$ cat config.mk
export PLATFORM = sky130hd
export DESIGN_NAME = http2_frame_parser
export DESIGN_NICKNAME = d
export VERILOG_FILES = /design/src/rtl/hfp_pkg.sv /design/src/rtl/hfp_in_stage.sv /design/src/rtl/hfp_core.sv /design/src/rtl/hfp_out_stage.sv /design/src/rtl/http2_frame_parser.sv
export SDC_FILE = /design/constraint.sdc
export NUM_CORES = 1
export LEC_CHECK = 0
export BUFFER_PORTS_ARGS = -buffer_cell sky130_fd_sc_hd__clkbuf_2
export CAP_MARGIN = 20
export CORE_MARGIN = 5
export CORE_UTILIZATION = 45
export CTS_BUF_LIST = sky130_fd_sc_hd__clkbuf_16
export CTS_CLUSTER_DIAMETER = 120
export DETAILED_ROUTE_END_ITERATION = 7
export SYNTH_ARGS = -nofsm -noshare
export SYNTH_HDL_FRONTEND = slang
export SYNTH_HIERARCHICAL = 1
export SYNTH_SLANG_ARGS = --single-unit
export TNS_END_PERCENT = 50
$ cat constraint.sdc
create_clock -name clk_i -period 15.4 [get_ports clk_i]
set_clock_uncertainty 0.05 [all_clocks]
set_input_delay 3.08 -clock clk_i [delete_from_list [all_inputs] [get_ports clk_i]]
set_output_delay 3.08 -clock clk_i [all_outputs]
set_load 0.02 [all_outputs]
$ cat src/rtl/hfp_pkg.sv
package hfp_pkg;

  localparam logic [23:0] HdrBytes  = 24'd9;
  localparam logic [3:0]  PrioBytes = 4'd5;
  localparam logic [3:0]  PingBytes = 4'd8;
  localparam logic [3:0]  WordBytes = 4'd4;

  localparam logic [7:0] FtData         = 8'd0;
  localparam logic [7:0] FtHeaders      = 8'd1;
  localparam logic [7:0] FtPriority     = 8'd2;
  localparam logic [7:0] FtRstStream    = 8'd3;
  localparam logic [7:0] FtSettings     = 8'd4;
  localparam logic [7:0] FtPushPromise  = 8'd5;
  localparam logic [7:0] FtPing         = 8'd6;
  localparam logic [7:0] FtGoaway       = 8'd7;
  localparam logic [7:0] FtWindowUpdate = 8'd8;
  localparam logic [7:0] FtContinuation = 8'd9;

  localparam int unsigned FlagAck      = 0;
  localparam int unsigned FlagPadded   = 3;
  localparam int unsigned FlagPriority = 5;

  localparam logic KindContent    = 1'b0;
  localparam logic KindDescriptor = 1'b1;

  typedef enum logic [1:0] {
    ST_OK      = 2'd0,
    ST_SIZE    = 2'd1,
    ST_PROTO   = 2'd2,
    ST_UNKNOWN = 2'd3
  } status_e;

  typedef struct packed {
    status_e status;
    logic    lvl;
  } chk_t;

  typedef struct packed {
    logic       valid;
    logic [7:0] data;
  } in_beat_t;

  typedef struct packed {
    logic [4:0]  fill;
    logic [31:0] word_b;
    logic [31:0] word_a;
    logic [23:0] content_length;
    logic [7:0]  pad_length;
    logic        stream_level;
    logic [1:0]  status;
    logic [31:0] stream_number;
    logic [23:0] frame_length;
    logic [7:0]  frame_flags;
    logic [7:0]  frame_type;
    logic [7:0]  content_byte;
  } out_data_t;

  typedef struct packed {
    logic      valid;
    logic      kind;
    out_data_t data;
  } res_t;

  function automatic logic pad_flag(logic [7:0] typ, logic [7:0] flags);
    return ((typ == FtData) || (typ == FtHeaders) || (typ == FtPushPromise)) &&
           flags[FlagPadded];
  endfunction

  function automatic logic [3:0] fixed_bytes(logic [7:0] typ, logic [7:0] flags);
    logic [3:0] r;
    case (typ) inside
      FtHeaders:                               r = flags[FlagPriority] ? PrioBytes : 4'd0;
      FtPriority:                              r = PrioBytes;
      FtRstStream, FtPushPromise, FtWindowUpdate: r = WordBytes;
      FtPing, FtGoaway:                        r = PingBytes;
      default:                                 r = 4'd0;
    endcase
    return r;
  endfunction

  function automatic logic [1:0] mod3_add(logic [1:0] m, logic [7:0] b);
    logic [3:0] s;
    s = {2'b0, b[1:0]} + {2'b0, b[3:2]} + {2'b0, b[5:4]} + {2'b0, b[7:6]} + {2'b0, m};
    if (s >= 4'd12) begin
      s = s - 4'd12;
    end else if (s >= 4'd9) begin
      s = s - 4'd9;
    end else if (s >= 4'd6) begin
      s = s - 4'd6;
    end else if (s >= 4'd3) begin
      s = s - 4'd3;
    end
    return s[1:0];
  endfunction

  function automatic chk_t run_checks(logic [23:0] len, logic [7:0] typ, logic [7:0] flags,
                                      logic [31:0] stream, logic [7:0] pad, logic [1:0] mod3);
    chk_t       r;
    logic       pf;
    logic [3:0] fb;
    logic [3:0] p;
    logic       size_bad;
    logic       lvl;
    r.status = ST_OK;
    r.lvl    = 1'b0;
    pf       = pad_flag(typ, flags);
    fb       = fixed_bytes(typ, flags);
    p        = fb + {3'b0, pf};
    size_bad = 1'b0;
    lvl      = 1'b0;
    if (typ > FtContinuation) begin
      r.status = ST_UNKNOWN;
    end else if (pf && ({16'd0, pad} >= len)) begin
      r.status = ST_PROTO;
    end else begin
      case (typ) inside
        FtRstStream, FtPing, FtWindowUpdate: size_bad = (len != {20'd0, fb});
        FtSettings: size_bad = flags[FlagAck] ? (len != 24'd0) : (len[0] || (mod3 != 2'd0));
        default: begin
          size_bad = (len < {20'd0, p});
          lvl      = (typ == FtPriority);
        end
      endcase
      if (size_bad) begin
        r.status = ST_SIZE;
        r.lvl    = lvl;
      end else if (pf && (({17'd0, pad} + {21'd0, p}) > {1'b0, len})) begin
        r.status = ST_PROTO;
      end else begin
        case (typ) inside
          FtSettings, FtPing, FtGoaway: if (stream != 32'd0) r.status = ST_PROTO;
          FtWindowUpdate, FtContinuation: r.status = ST_OK;
          default: if (stream == 32'd0) r.status = ST_PROTO;
        endcase
      end
    end
    return r;
  endfunction

endpackage

$ cat src/rtl/hfp_in_stage.sv
module hfp_in_stage (
  input  logic              clk_i,
  input  logic              rst_ni,
  input  logic              s_tvalid_i,
  output logic              s_tready_o,
  input  logic [7:0]        s_tdata_i,
  input  logic              advance_i,
  output hfp_pkg::in_beat_t beat_o
);

  logic       valid_q;
  logic [7:0] data_q;

  assign s_tready_o = !valid_q || advance_i;

  always_ff @(posedge clk_i or negedge rst_ni) begin
    if (!rst_ni) begin
      valid_q <= 1'b0;
    end else if (s_tready_o) begin
      valid_q <= s_tvalid_i;
    end
  end

  always_ff @(posedge clk_i) begin
    if (s_tready_o && s_tvalid_i) begin
      data_q <= s_tdata_i;
    end
  end

  assign beat_o.valid = valid_q;
  assign beat_o.data  = data_q;

endmodule

$ cat src/rtl/hfp_core.sv
module hfp_core (
  input  logic          clk_i,
  input  logic          rst_ni,
  input  logic          adv_i,
  input  logic [7:0]    byte_i,
  output hfp_pkg::res_t res_o
);

  typedef enum logic [1:0] {
    PH_HEADER = 2'd0,
    PH_PREFIX = 2'd1,
    PH_BODY   = 2'd2
  } phase_e;

  phase_e      phase_q, phase_d;
  logic [23:0] cnt_q, cnt_d;
  logic [23:0] len_q, len_d;
  logic [1:0]  mod3_q, mod3_d;
  logic [7:0]  type_q, type_d;
  logic [7:0]  flags_q, flags_d;
  logic [31:0] stream_q, stream_d;
  logic [7:0]  pad_q, pad_d;
  logic [31:0] wa_q, wa_d;
  logic [31:0] wb_q, wb_d;
  logic        halted_q, halted_d;

  logic             pf;
  logic [3:0]       fb;
  logic [3:0]       plen;
  logic [3:0]       k;
  logic [31:0]      stream_shift;
  hfp_pkg::chk_t    chk_hdr;
  hfp_pkg::chk_t    chk_pad;
  logic             desc;
  hfp_pkg::status_e st;
  logic             lvl;
  logic             content;
  logic [7:0]       pad_used;
  logic             err;

  assign pf           = hfp_pkg::pad_flag(type_q, flags_q);
  assign fb           = hfp_pkg::fixed_bytes(type_q, flags_q);
  assign plen         = fb + {3'b0, pf};
  assign k            = cnt_q[3:0] - {3'b0, pf};
  assign stream_shift = {stream_q[23:0], byte_i};
  assign chk_hdr      = hfp_pkg::run_checks(len_q, type_q, flags_q, stream_shift, 8'd0, mod3_q);
  assign chk_pad      = hfp_pkg::run_checks(len_q, type_q, flags_q, stream_q, byte_i, mod3_q);

  always_comb begin
    phase_d  = phase_q;
    cnt_d    = cnt_q;
    len_d    = len_q;
    mod3_d   = mod3_q;
    type_d   = type_q;
    flags_d  = flags_q;
    stream_d = stream_q;
    pad_d    = pad_q;
    wa_d     = wa_q;
    wb_d     = wb_q;
    halted_d = halted_q;
    desc     = 1'b0;
    st       = hfp_pkg::ST_OK;
    lvl      = 1'b0;
    content  = 1'b0;
    if (adv_i && !halted_q) begin
      unique case (phase_q)
        PH_HEADER: begin
          if (cnt_q[3:0] < 4'd3) begin
            len_d  = {len_q[15:0], byte_i};
            mod3_d = hfp_pkg::mod3_add((cnt_q[3:0] == 4'd0) ? 2'd0 : mod3_q, byte_i);
          end else if (cnt_q[3:0] == 4'd3) begin
            type_d = byte_i;
          end else if (cnt_q[3:0] == 4'd4) begin
            flags_d = byte_i;
          end else begin
            stream_d = stream_shift;
          end
          cnt_d = cnt_q + 24'd1;
          if (cnt_d == hfp_pkg::HdrBytes) begin
            cnt_d = 24'd0;
            pad_d = 8'd0;
            wa_d  = 32'd0;
            wb_d  = 32'd0;
            if (pf) begin
              if (len_q == 24'd0) begin
                desc = 1'b1;
                st   = hfp_pkg::ST_SIZE;
              end else begin
                phase_d = PH_PREFIX;
              end
            end else if ((chk_hdr.status == hfp_pkg::ST_SIZE) ||
                         (chk_hdr.status == hfp_pkg::ST_PROTO) || (plen == 4'd0)) begin
              desc = 1'b1;
              st   = chk_hdr.status;
              lvl  = chk_hdr.lvl;
            end else begin
              phase_d = PH_PREFIX;
            end
          end
        end
        PH_PREFIX: begin
          if (pf && (cnt_q == 24'd0)) begin
            pad_d = byte_i;
            cnt_d = 24'd1;
            if ((chk_pad.status == hfp_pkg::ST_SIZE) || (chk_pad.status == hfp_pkg::ST_PROTO) ||
                (plen <= 4'd1)) begin
              desc = 1'b1;
              st   = chk_pad.status;
              lvl  = chk_pad.lvl;
            end
          end else begin
            if (k < hfp_pkg::WordBytes) begin
              wa_d = {wa_q[23:0], byte_i};
            end else if (fb == hfp_pkg::PrioBytes) begin
              wb_d = {24'd0, byte_i};
            end else begin
              wb_d = {wb_q[23:0], byte_i};
            end
            cnt_d = cnt_q + 24'd1;
            if (cnt_d >= {20'd0, plen}) begin
              desc = 1'b1;
            end
          end
        end
        PH_BODY: begin
          if ((type_q <= hfp_pkg::FtContinuation) &&
              (({1'b0, cnt_q} + {17'd0, pf ? pad_q : 8'd0}) < {1'b0, len_q})) begin
            content = 1'b1;
          end
          cnt_d = cnt_q + 24'd1;
          if (({1'b0, cnt_q} + 25'd1) >= {1'b0, len_q}) begin
            phase_d = PH_HEADER;
            cnt_d   = 24'd0;
          end
        end
        default: begin
          phase_d = PH_HEADER;
          cnt_d   = 24'd0;
        end
      endcase
      if (desc) begin
        if ((st == hfp_pkg::ST_SIZE) || (st == hfp_pkg::ST_PROTO)) begin
          halted_d = 1'b1;
        end else if (cnt_d >= len_q) begin
          phase_d = PH_HEADER;
          cnt_d   = 24'd0;
        end else begin
          phase_d = PH_BODY;
        end
      end
    end
  end

  assign err      = (st == hfp_pkg::ST_SIZE) || (st == hfp_pkg::ST_PROTO);
  assign pad_used = pf ? pad_d : 8'd0;

  always_comb begin
    res_o       = '0;
    res_o.valid = desc || content;
    if (desc) begin
      res_o.kind                = hfp_pkg::KindDescriptor;
      res_o.data.frame_type     = type_d;
      res_o.data.frame_flags    = flags_d;
      res_o.data.frame_length   = len_d;
      res_o.data.stream_number  = stream_d;
      res_o.data.status         = st;
      res_o.data.stream_level   = lvl;
      res_o.data.pad_length     = pad_used;
      if (st == hfp_pkg::ST_UNKNOWN) begin
        res_o.data.content_length = len_q;
      end else if (st == hfp_pkg::ST_OK) begin
        res_o.data.content_length = len_q - {20'd0, plen} - {16'd0, pad_used};
      end
      res_o.data.word_a = err ? 32'd0 : wa_d;
      res_o.data.word_b = err ? 32'd0 : wb_d;
    end else begin
      res_o.kind              = hfp_pkg::KindContent;
      res_o.data.content_byte = byte_i;
    end
  end

  always_ff @(posedge clk_i or negedge rst_ni) begin
    if (!rst_ni) begin
      phase_q  <= PH_HEADER;
      cnt_q    <= 24'd0;
      len_q    <= 24'd0;
      mod3_q   <= 2'd0;
      type_q   <= 8'd0;
      flags_q  <= 8'd0;
      stream_q <= 32'd0;
      pad_q    <= 8'd0;
      wa_q     <= 32'd0;
      wb_q     <= 32'd0;
      halted_q <= 1'b0;
    end else begin
      phase_q  <= phase_d;
      cnt_q    <= cnt_d;
      len_q    <= len_d;
      mod3_q   <= mod3_d;
      type_q   <= type_d;
      flags_q  <= flags_d;
      stream_q <= stream_d;
      pad_q    <= pad_d;
      wa_q     <= wa_d;
      wb_q     <= wb_d;
      halted_q <= halted_d;
    end
  end

endmodule

$ cat src/rtl/hfp_out_stage.sv
module hfp_out_stage (
  input  logic               clk_i,
  input  logic               rst_ni,
  input  hfp_pkg::res_t      res_i,
  output logic               ready_o,
  output logic               m_tvalid_o,
  input  logic               m_tready_i,
  output logic               m_tuser_o,
  output hfp_pkg::out_data_t m_tdata_o
);

  logic               valid_q;
  logic               kind_q;
  hfp_pkg::out_data_t data_q;

  assign ready_o = !valid_q || m_tready_i;

  always_ff @(posedge clk_i or negedge rst_ni) begin
    if (!rst_ni) begin
      valid_q <= 1'b0;
    end else if (ready_o) begin
      valid_q <= res_i.valid;
    end
  end

  always_ff @(posedge clk_i) begin
    if (ready_o && res_i.valid) begin
      kind_q <= res_i.kind;
      data_q <= res_i.data;
    end
  end

  assign m_tvalid_o = valid_q;
  assign m_tuser_o  = kind_q;
  assign m_tdata_o  = data_q;

endmodule

$ cat src/rtl/http2_frame_parser.sv
// HTTP/2 frame parser.
// The slave channel takes the frame stream one byte per beat on s_axis_tdata_i.
// The parser gathers each 9-byte frame header, reads the pad byte and the fixed
// fields of the known frame types, checks them and then sends one frame
// descriptor beat (m_axis_tuser_o high). Content bytes follow as beats with
// m_axis_tuser_o low; padding is dropped. Unknown types give a descriptor with
// the unknown status and their payload is skipped. After a size or protocol
// error descriptor every further byte is dropped until reset.
// An accepted input beat passes through one input register, then the decode
// logic into the output register, before its result shows on the master
// channel. One byte is taken every cycle while the master side accepts.
// When the receiver stalls, the output register holds its beat and the input
// register holds one more byte, after which s_axis_tready_o falls.
// Reset clears the parser to the start of a frame header and empties both
// registers; no clearing pass is needed.
module http2_frame_parser (
  input  logic         clk_i,
  input  logic         rst_ni,
  input  logic         s_axis_tvalid_i,
  output logic         s_axis_tready_o,
  // [7:0] stream_byte
  input  logic [7:0]   s_axis_tdata_i,
  output logic         m_axis_tvalid_o,
  input  logic         m_axis_tready_i,
  // [7:0] content_byte, [15:8] frame_type, [23:16] frame_flags,
  // [47:24] frame_length, [79:48] stream_number, [81:80] status,
  // [82] stream_level, [90:83] pad_length, [114:91] content_length,
  // [146:115] word_a, [178:147] word_b, [183:179] zero
  output logic [183:0] m_axis_tdata_o,
  // [0] result_kind
  output logic         m_axis_tuser_o
);

  hfp_pkg::in_beat_t  beat;
  hfp_pkg::res_t      res;
  hfp_pkg::out_data_t out_data;
  logic               out_ready;
  logic               advance;

  assign advance = beat.valid && out_ready;

  hfp_in_stage u_in_stage (
    .clk_i      (clk_i),
    .rst_ni     (rst_ni),
    .s_tvalid_i (s_axis_tvalid_i),
    .s_tready_o (s_axis_tready_o),
    .s_tdata_i  (s_axis_tdata_i),
    .advance_i  (advance),
    .beat_o     (beat)
  );

  hfp_core u_core (
    .clk_i  (clk_i),
    .rst_ni (rst_ni),
    .adv_i  (advance),
    .byte_i (beat.data),
    .res_o  (res)
  );

  hfp_out_stage u_out_stage (
    .clk_i      (clk_i),
    .rst_ni     (rst_ni),
    .res_i      (res),
    .ready_o    (out_ready),
    .m_tvalid_o (m_axis_tvalid_o),
    .m_tready_i (m_axis_tready_i),
    .m_tuser_o  (m_axis_tuser_o),
    .m_tdata_o  (out_data)
  );

  assign m_axis_tdata_o = out_data;

endmodule

==> results of run 1 <==
==> routing by layer <==
| metal | track usage | routed length, µm | up-vias | share of wire |
|---|---|---|---|---|
| li1 | - | - | 6791 | - |
| met1 | 0.295 | 23300 | 7032 | 0.43 |
| met2 | 0.375 | 26400 | 379 | 0.49 |
| met3 | 0.0356 | 2750 | 81 | 0.051 |
| met4 | 0.0647 | 1390 | 0 | 0.026 |
| met5 | 0 | 0 | - | 0 |
==> cell usage after synthesis (8+ instances only) <==
library cell  number  area share
clkbuf_1          69       0.013
xor2_1            22      0.0098
or3_1             11      0.0035
o21a_1            13      0.0049
nor4_1            21      0.0066
nand4_1           31      0.0098
o21ai_0           85       0.022
a21oi_1           53       0.013
a211oi_1          11      0.0042
o211ai_1           8      0.0030
edfxtp_1         193        0.29
and2_1            28      0.0089
a21o_1            35       0.013
xnor2_1           46       0.020
nand2_1           96       0.018
nand3_1           38      0.0096
o31ai_1           20      0.0076
a22o_1            79       0.035
and3_1            15      0.0047
nand2b_1          23      0.0073
inv_1             98       0.019
dfrtp_1          175        0.22
nor2b_1          153       0.048
nor2_1           101       0.019
ha_1             134       0.085
or4_1              9      0.0034
nor3_1            33      0.0084
fa_1              11       0.011
mux2_2            46       0.026
==> power groups by stage <==
stage,sequential (mW),clock (mW),combinational [mW]
2_1_floorplan,1.07,0,0.147
3_3_place_gp,1.09,0,0.191
3_5_place_dp,1.09,0,0.195
4_1_cts,1.07,0.945,0.196
5_1_grt,1.07,0.991,0.222
6_report,1.07,0.918,0.196
==> registers in the layout (all words and copies together) (netlist names) <==
signal / flops
u_core/mod3_q: 2
u_out_stage/m_tuser_o: 1
u_core/wb_q: 32
u_out_stage/m_tdata_o: 184
u_in_stage/valid_q: 1
u_core/pad_q: 8
u_core/len_q: 24
u_core/cnt_q: 24
u_core/flags_q: 8
u_core/halted_q: 1
u_core/wa_q: 32
u_core/phase_q: 2
u_in_stage/data_q: 8
u_out_stage/m_tvalid_o: 1
u_core/type_q: 8
u_core/stream_q: 32
==> worst min path at each step <==
stage	from	end	slack (ns)	cells after the start
3_3_place_gp	u_core/flags_q[2]	u_core/flags_q[2]	0.43	1
2_1_floorplan	u_core/halted_q	u_core/halted_q	0.39	1
4_1_cts	u_core/wb_q[27]	u_core/wb_q[27]	0.44	1
6_report	u_core/wb_q[27]	u_core/wb_q[27]	0.44	1
3_5_place_dp	u_core/wb_q[27]	u_core/wb_q[27]	0.43	1
5_1_grt	u_core/flags_q[2]	u_core/flags_q[2]	0.46	1
==> cell type report <==
class                   instances  area, µm²
fillers                      3851      20700
flip-flops and latches        368      10200
multi-input cells            1225       8870
repair buffers                223       1200
clock buffers                  42       1050
well taps                     585        732
inverters                      99        372
clock inverters                35        205
==> cell families (layout without fill, tap and decap cells) <==
family          Yosys count  in the layout  share of synthesized area
buf+inv                 189            399                     0.0388
compound gates          357            357                      0.125
simple gates            598            598                      0.166
mux                      52             52                     0.0293
fa+ha+maj               145            145                     0.0960
flops                   368            368                      0.515
other cells               1              5                   0.000190
xor+xnor                 68             68                     0.0301
==> layout by cell type (no fill, tap or decap), drive strengths merged, types with 21 or more instances in the layout <==
master    n
o21ai    88
buf      26
a21o     35
nand3    38
nor2    106
xor2     22
nor2b   153
and2     31
ha      134
mux2     46
nor3     34
a21oi    54
clkbuf  239
xnor2    46
a22o     79
nand2    97
nand4    31
edfxtp  193
o31ai    21
nand2b   25
nor4     26
dfrtp   175
inv     120
==> flow_metrics.py, run 1 <==
metrics = {
    "worst_setup_path": {
        "worst_r2r_startpoint": "u_core/type_q[1]",
        "cp_top_family": "compound AO/OA/AOI/OAI gates",
        "cpPeakStageDelay_ns": 0.83,
        "crit_start": "u_core/type_q[1]",
        "path_buf_inv": 1,
        "path_cells": "nand3b_1 -> a211oi_1 -> and2_1 -> ha_1 -> ha_1 -> a22o_1 -> a21oi_1 -> nor2b_1 -> o21ai_0 -> xnor2_1 -> ha_1 -> nand4_1 -> o21bai_1 -> a31o_2 -> a2111oi_0 -> a211oi_1 -> a31o_2 -> a2bb2oi_1 -> nand2b_2 -> o21ai_0 -> and2_4 -> buf_4",
        "timing.rr.end": "u_out_stage/m_tdata_o[55]",
        "endpoint_kind": "register",
        "critPathMostFrequentCell": "ha_1",
        "r2r_slack_ns": 7.46,
        "slowest_stage": "buf_4",
        "critPathMaxFanout": 73,
        "endpoint": "u_out_stage/m_tdata_o[55]",
        "cp.depth": 22,
        "worst_ep_required_time_ns": 15.53,
        "start_kind": "register",
        "rr_worst_depth": 22,
        "critPathKind": "reg -> reg",
        "arrival_ns": 8.07,
    },
    "clocking": {
        "cts_repair_resize_count": 0,
        "clock_path_buffers": 3,
        "cts_root_buf": "clkbuf_16",
        "clock_latency_ns": 0.56,
        "clkSlewWorstSetupHoldPaths_ns": 0.05,
        "hold_buffers": 0,
        "cts_sinks": 368,
        "cts_tree": "built",
        "cts_setup_buffers": 0,
        "htree_levels": 2,
        "cts_made_buffers": 42,
    },
    "die": {
        "die_y_um": 220,
        "num_rows": 76,
        "core_um2": 43300,
        "start_util": 0.457,
        "die_area_um2": 48200,
        "die_width_um": 220,
        "ios": 199,
    },
    "grt": {
        "grt_max_degree": 106,
        "grt_overflow_total": 0,
        "grt_pass1_vias": 14300,
        "grt_usage": 0.221,
        "antenna_found_initial": 0,
        "grt_pass1_wl_um": 83000,
    },
    "drt": {
        "initialDrtViolationCount": 1074,
        "avgRoutedWirePerCell_um": 20.9,
        "via_per_inst": 5.54,
        "drtAntennaViolNets": 0,
        "vias": 14300,
        "dr.pass1.iters": 5,
        "drc": 0,
        "wirelength_um": 53900,
    },
    "yosys": {
        "ys_seq_area_frac": 0.515,
        "synth_seq_cells": 368,
        "async_reset_ff_frac": 0.476,
        "syn_area_um2": 19800,
        "synth-main-ff-cell": "edfxtp_1",
        "avgSynthCellArea_um2": 11.1,
        "ys_warn_count": 6,
        "synth_edf_count": 193,
        "synth.distinct_cells": 76,
        "syn_inst": 1778,
    },
    "timing": {
        "setup_viol": 0,
        "fmax_mhz": 126,
        "worstMarginPinSlew_ns": 1.05,
        "relSlewSlack": 0.299,
        "fin_setup_tns_ns": 0,
        "drv_slew": 0,
        "rsz0062_at_grt": "no",
        "finalCritPeriodShare": 0.516,
        "hold_ws_ns": 0.440,
        "hold_viol": 0,
        "fin_crit_ns": 7.94,
        "layout_setup_ws_ns": 7.46,
    },
    "place": {
        "pre_cts_ws_ns": 7.28,
        "placed_cell_area_um2": 21300,
        "gp_congestion": 0.923,
        "numPortBuffers": 198,
        "dp_hpwl_um": 38000,
        "placedCellCount": 2499,
    },
    "final_layout": {
        "layout-drive-gt1-share": 0.180,
        "post-route-cell-area_um2": 22600,
        "finalCoreUtilization": 0.522,
        "nets": 2116,
        "area.growth.synth_to_final_pct": 14.4,
        "n_antenna_cell": 0,
        "instances_no_fill": 2577,
    },
    "power": {
        "combPwrFrac": 0.090,
        "leakagePower_nw": 9.57,
        "swShare": 0.253,
        "clkPwrFrac": 0.420,
        "powerDensity_nw_per_um2": 96.6,
        "power_switching_mw": 0.554,
        "seq_power_share": 0.490,
        "internal-power_mw": 1.63,
        "peakVddDrop_mv": 0.0653,
        "finalPower_mw": 2.18,
    },
    "worst_hold_path": {
        "hold_path.class": "reg -> reg",
    },
    "outcome": {
        "status": "completed",
    },
    "flow_run": {
        "drv_cap": 0,
    },
}
(Power assumes the default switching activity.)
==> inputs of run 2 (changes only) <==
--- a/config.mk
+++ b/config.mk
@@ -5,6 +5,7 @@
 export SDC_FILE = /design/constraint.sdc
 export NUM_CORES = 1
 export LEC_CHECK = 0
+export ABC_AREA = 1
 export BUFFER_PORTS_ARGS = -buffer_cell sky130_fd_sc_hd__clkbuf_2
 export CAP_MARGIN = 20
 export CORE_MARGIN = 5
==> constraint.sdc (replaced) <==
create_clock -name clk_i -period 7.32 [get_ports clk_i]
set_clock_uncertainty 0.05 [all_clocks]
set_input_delay 1.464 -clock clk_i [delete_from_list [all_inputs] [get_ports clk_i]]
set_output_delay 1.464 -clock clk_i [all_outputs]
set_load 0.02 [all_outputs]
==> run 2 against run 1 <==
- synthesized area rose by 11%
- utilization fell by 0.33 points
- die area rose by 10%
- critical path depth rose by 12
- total power rose by 100%
- flip-flop and latch count did not move
- non-clock buffer count rose by 5
- first-iteration DRC count rose by 67%
- via count rose by 34%
- final area rose by 9.9%
- clock power rose by 120%
- synthesized cell count rose by 50%
- critical path type unchanged
- critical endpoint is now u_out_stage/m_tdata_o[99]
- largest power group unchanged
==> flow_metrics.py, run 2 <==
metrics = {
    "worst_setup_path": {
        "critPathMaxFanout": 20,
        "endpoint_kind": "register",
        "timing.rr.end": "u_out_stage/m_tdata_o[99]",
        "slowest_stage": "nand3_1",
        "critPathKind": "reg -> reg",
        "worst_r2r_startpoint": "u_core/type_q[0]",
        "cpPeakStageDelay_ns": 0.69,
        "start_kind": "register",
        "r2r_slack_ns": 0.78,
        "arrival_ns": 6.76,
        "critPathMostFrequentCell": "nand2_1",
        "worst_ep_required_time_ns": 7.55,
        "rr_worst_depth": 34,
    },
    "final_layout": {
        "instances_no_fill": 3486,
        "final_common_cell": "nand2_1",
        "area.growth.synth_to_final_pct": 13.7,
        "layout_common_cells": "nand2_1, inv_1, nor2_1",
        "nets": 2994,
        "largest_reg_flops": 184,
        "layout-drive-gt1-share": 0.122,
        "n_antenna_cell": 0,
    },
    "grt": {
        "grt_overflow_total": 0,
        "grt_max_degree": 147,
        "grt_pass1_vias": 18200,
        "grt_usage": 0.253,
        "grtUsageMet1": 0.361,
        "use_met3": 0.0484,
        "grt-busiest-layer": "met2",
        "grt_pass1_wl_um": 106000,
        "antenna_found_initial": 0,
        "grt_util_met2": 0.394,
    },
    "clocking": {
        "hold_buffers": 0,
        "cts_made_buffers": 42,
        "cts_root_buf": "clkbuf_16",
        "cts_tree": "built",
        "htree_levels": 2,
        "clkSlewWorstSetupHoldPaths_ns": 0.07,
        "clock_latency_ns": 0.59,
        "clock_path_buffers": 3,
        "cts_setup_buffers": 0,
        "cts_repair_resize_count": 0,
        "cts_sinks": 368,
    },
    "yosys": {
        "synth_edf_count": 193,
        "ys_warn_count": 6,
        "yosysMostFrequentCell": "nand2_1",
        "syn_area_um2": 21900,
        "syn_inst": 2670,
        "synth_seq_cells": 368,
        "synth_commonest_cells": "nand2_1, inv_1, nor2_1",
        "synth_top_area_share": 0.265,
        "avgSynthCellArea_um2": 8.18,
        "async_reset_ff_frac": 0.476,
        "synth.distinct_cells": 51,
        "yosys.area.top_type": "edfxtp_1",
        "synth-main-ff-cell": "edfxtp_1",
        "ys_seq_area_frac": 0.466,
        "synth_area_leaders": "edfxtp_1, dfrtp_1, nand2_1",
    },
    "timing": {
        "setup_viol": 0,
        "finalCritPeriodShare": 0.893,
        "rsz0062_at_grt": "no",
        "drv_slew": 0,
        "fmax_mhz": 153,
        "worstMarginPinSlew_ns": 1.14,
        "relSlewSlack": 0.243,
        "fin_crit_ns": 6.54,
        "hold_viol": 0,
    },
    "worst_hold_path": {
        "hp-start": "u_core/halted_q",
        "hold_path.class": "reg -> reg",
        "hold_depth": 2,
        "hold_end": "u_core/halted_q",
    },
    "die": {
        "core_um2": 47800,
        "num_rows": 80,
        "die_area_um2": 53100,
        "die_width_um": 230,
        "start_util": 0.457,
        "ios": 199,
        "die_y_um": 230,
    },
    "drt": {
        "initialDrtViolationCount": 1791,
        "avgRoutedWirePerCell_um": 19.7,
        "drc": 0,
        "wirelength_um": 68700,
        "dr.pass1.iters": 6,
        "drtAntennaViolNets": 0,
        "via_per_inst": 5.47,
        "vias": 19100,
    },
    "place": {
        "numPortBuffers": 198,
        "gp_congestion": 0.973,
        "placedCellCount": 3408,
        "dp_hpwl_um": 50200,
    },
    "outcome": {
        "status": "completed",
    },
    "power": {
        "finalPower_mw": 4.37,
        "leakagePower_nw": 11.5,
        "powerDensity_nw_per_um2": 176,
        "peakVddDrop_mv": 0.149,
    },
    "flow_run": {
        "drv_cap": 0,
    },
}
[run 2: kinds of logic (layout without fill, tap and decap cells)]
| family | after synthesis | count (layout) | share of synthesized area |
|---|---|---|---|
| simple gates | 1142 | 1142 | 0.219 |
| buf+inv | 539 | 736 | 0.0971 |
| compound gates | 439 | 439 | 0.117 |
| flops | 368 | 368 | 0.466 |
| fa+ha+maj | 145 | 145 | 0.0868 |
| xor+xnor | 36 | 36 | 0.0148 |
| other cells | 1 | 5 | 0.000172 |
[run 2: worst max path at each step]
stage	cells after the start	endpoint	start
after floorplan	38	u_out_stage/m_tdata_o[0]	u_core/type_q[6]
after global placement	34	u_out_stage/m_tdata_o[86]	u_core/type_q[6]
after detailed placement	35	u_out_stage/m_tdata_o[99]	u_core/type_q[7]
after CTS	35	u_out_stage/m_tdata_o[99]	u_core/type_q[7]
after global routing	35	u_out_stage/m_tdata_o[99]	u_core/type_q[7]
final	34	u_out_stage/m_tdata_o[99]	u_core/type_q[0]
[run 2: metrics by stage]
| step | util | hold slack [ns] | area, µm² | setup WS, ns | setup TNS, ns |
|---|---|---|---|---|---|
| after floorplan | - | 0.378 | 22000 | -0.337 | -62.32 |
| after global placement | 0.491 | 0.397 | 23500 | 1.02 | 0 |
| after detailed placement | 0.491 | 0.401 | 23500 | 0.874 | 0 |
| after CTS | 0.519 | 0.419 | 24800 | 0.856 | 0 |
| after global routing | 0.519 | 0.452 | 24800 | 0.0809 | 0 |
| final | 0.519 | 0.416 | 24800 | 0.785 | 0 |
[run 2: layout make-up]
| type | instances | area (µm²) |
|---|---|---|
| well taps | 615 | 769 |
| repair buffers | 228 | 1280 |
| multi-input cells | 1767 | 9650 |
| clock buffers | 42 | 1050 |
| flip-flops and latches | 368 | 10200 |
| fillers | 4633 | 23000 |
| inverters | 430 | 1630 |
| clock inverters | 36 | 288 |
[run 2: layer usage]
metal / share of wire / vias up
met5: 0 / -
li1: - / 9132
met3: 0.073 / 125
met2: 0.45 / 694
met4: 0.031 / 0
met1: 0.45 / 9123
[run 2: where the power goes]
| group | leakage [nW] | internal (mW) | switching (mW) |
|---|---|---|---|
| combinational | 7.29 | 0.0368 | 0.0879 |
| clock | 0.695 | 1.16 | 0.902 |
| sequential | 3.51 | 2.17 | 0.00764 |
[run 2: critical path, delay by kind of cell (launching register included)]
| family | cells | cell delay (ns) |
|---|---|---|
| DFF | 1 | 0.43 |
| adders and majority gates | 3 | 0.81 |
| and+or+nand+nor | 22 | 3.22 |
| buffers and inverters | 4 | 0.68 |
| AOI/OAI and AO/OA | 4 | 0.82 |
| xor gates and xnor gates | 1 | 0.20 |
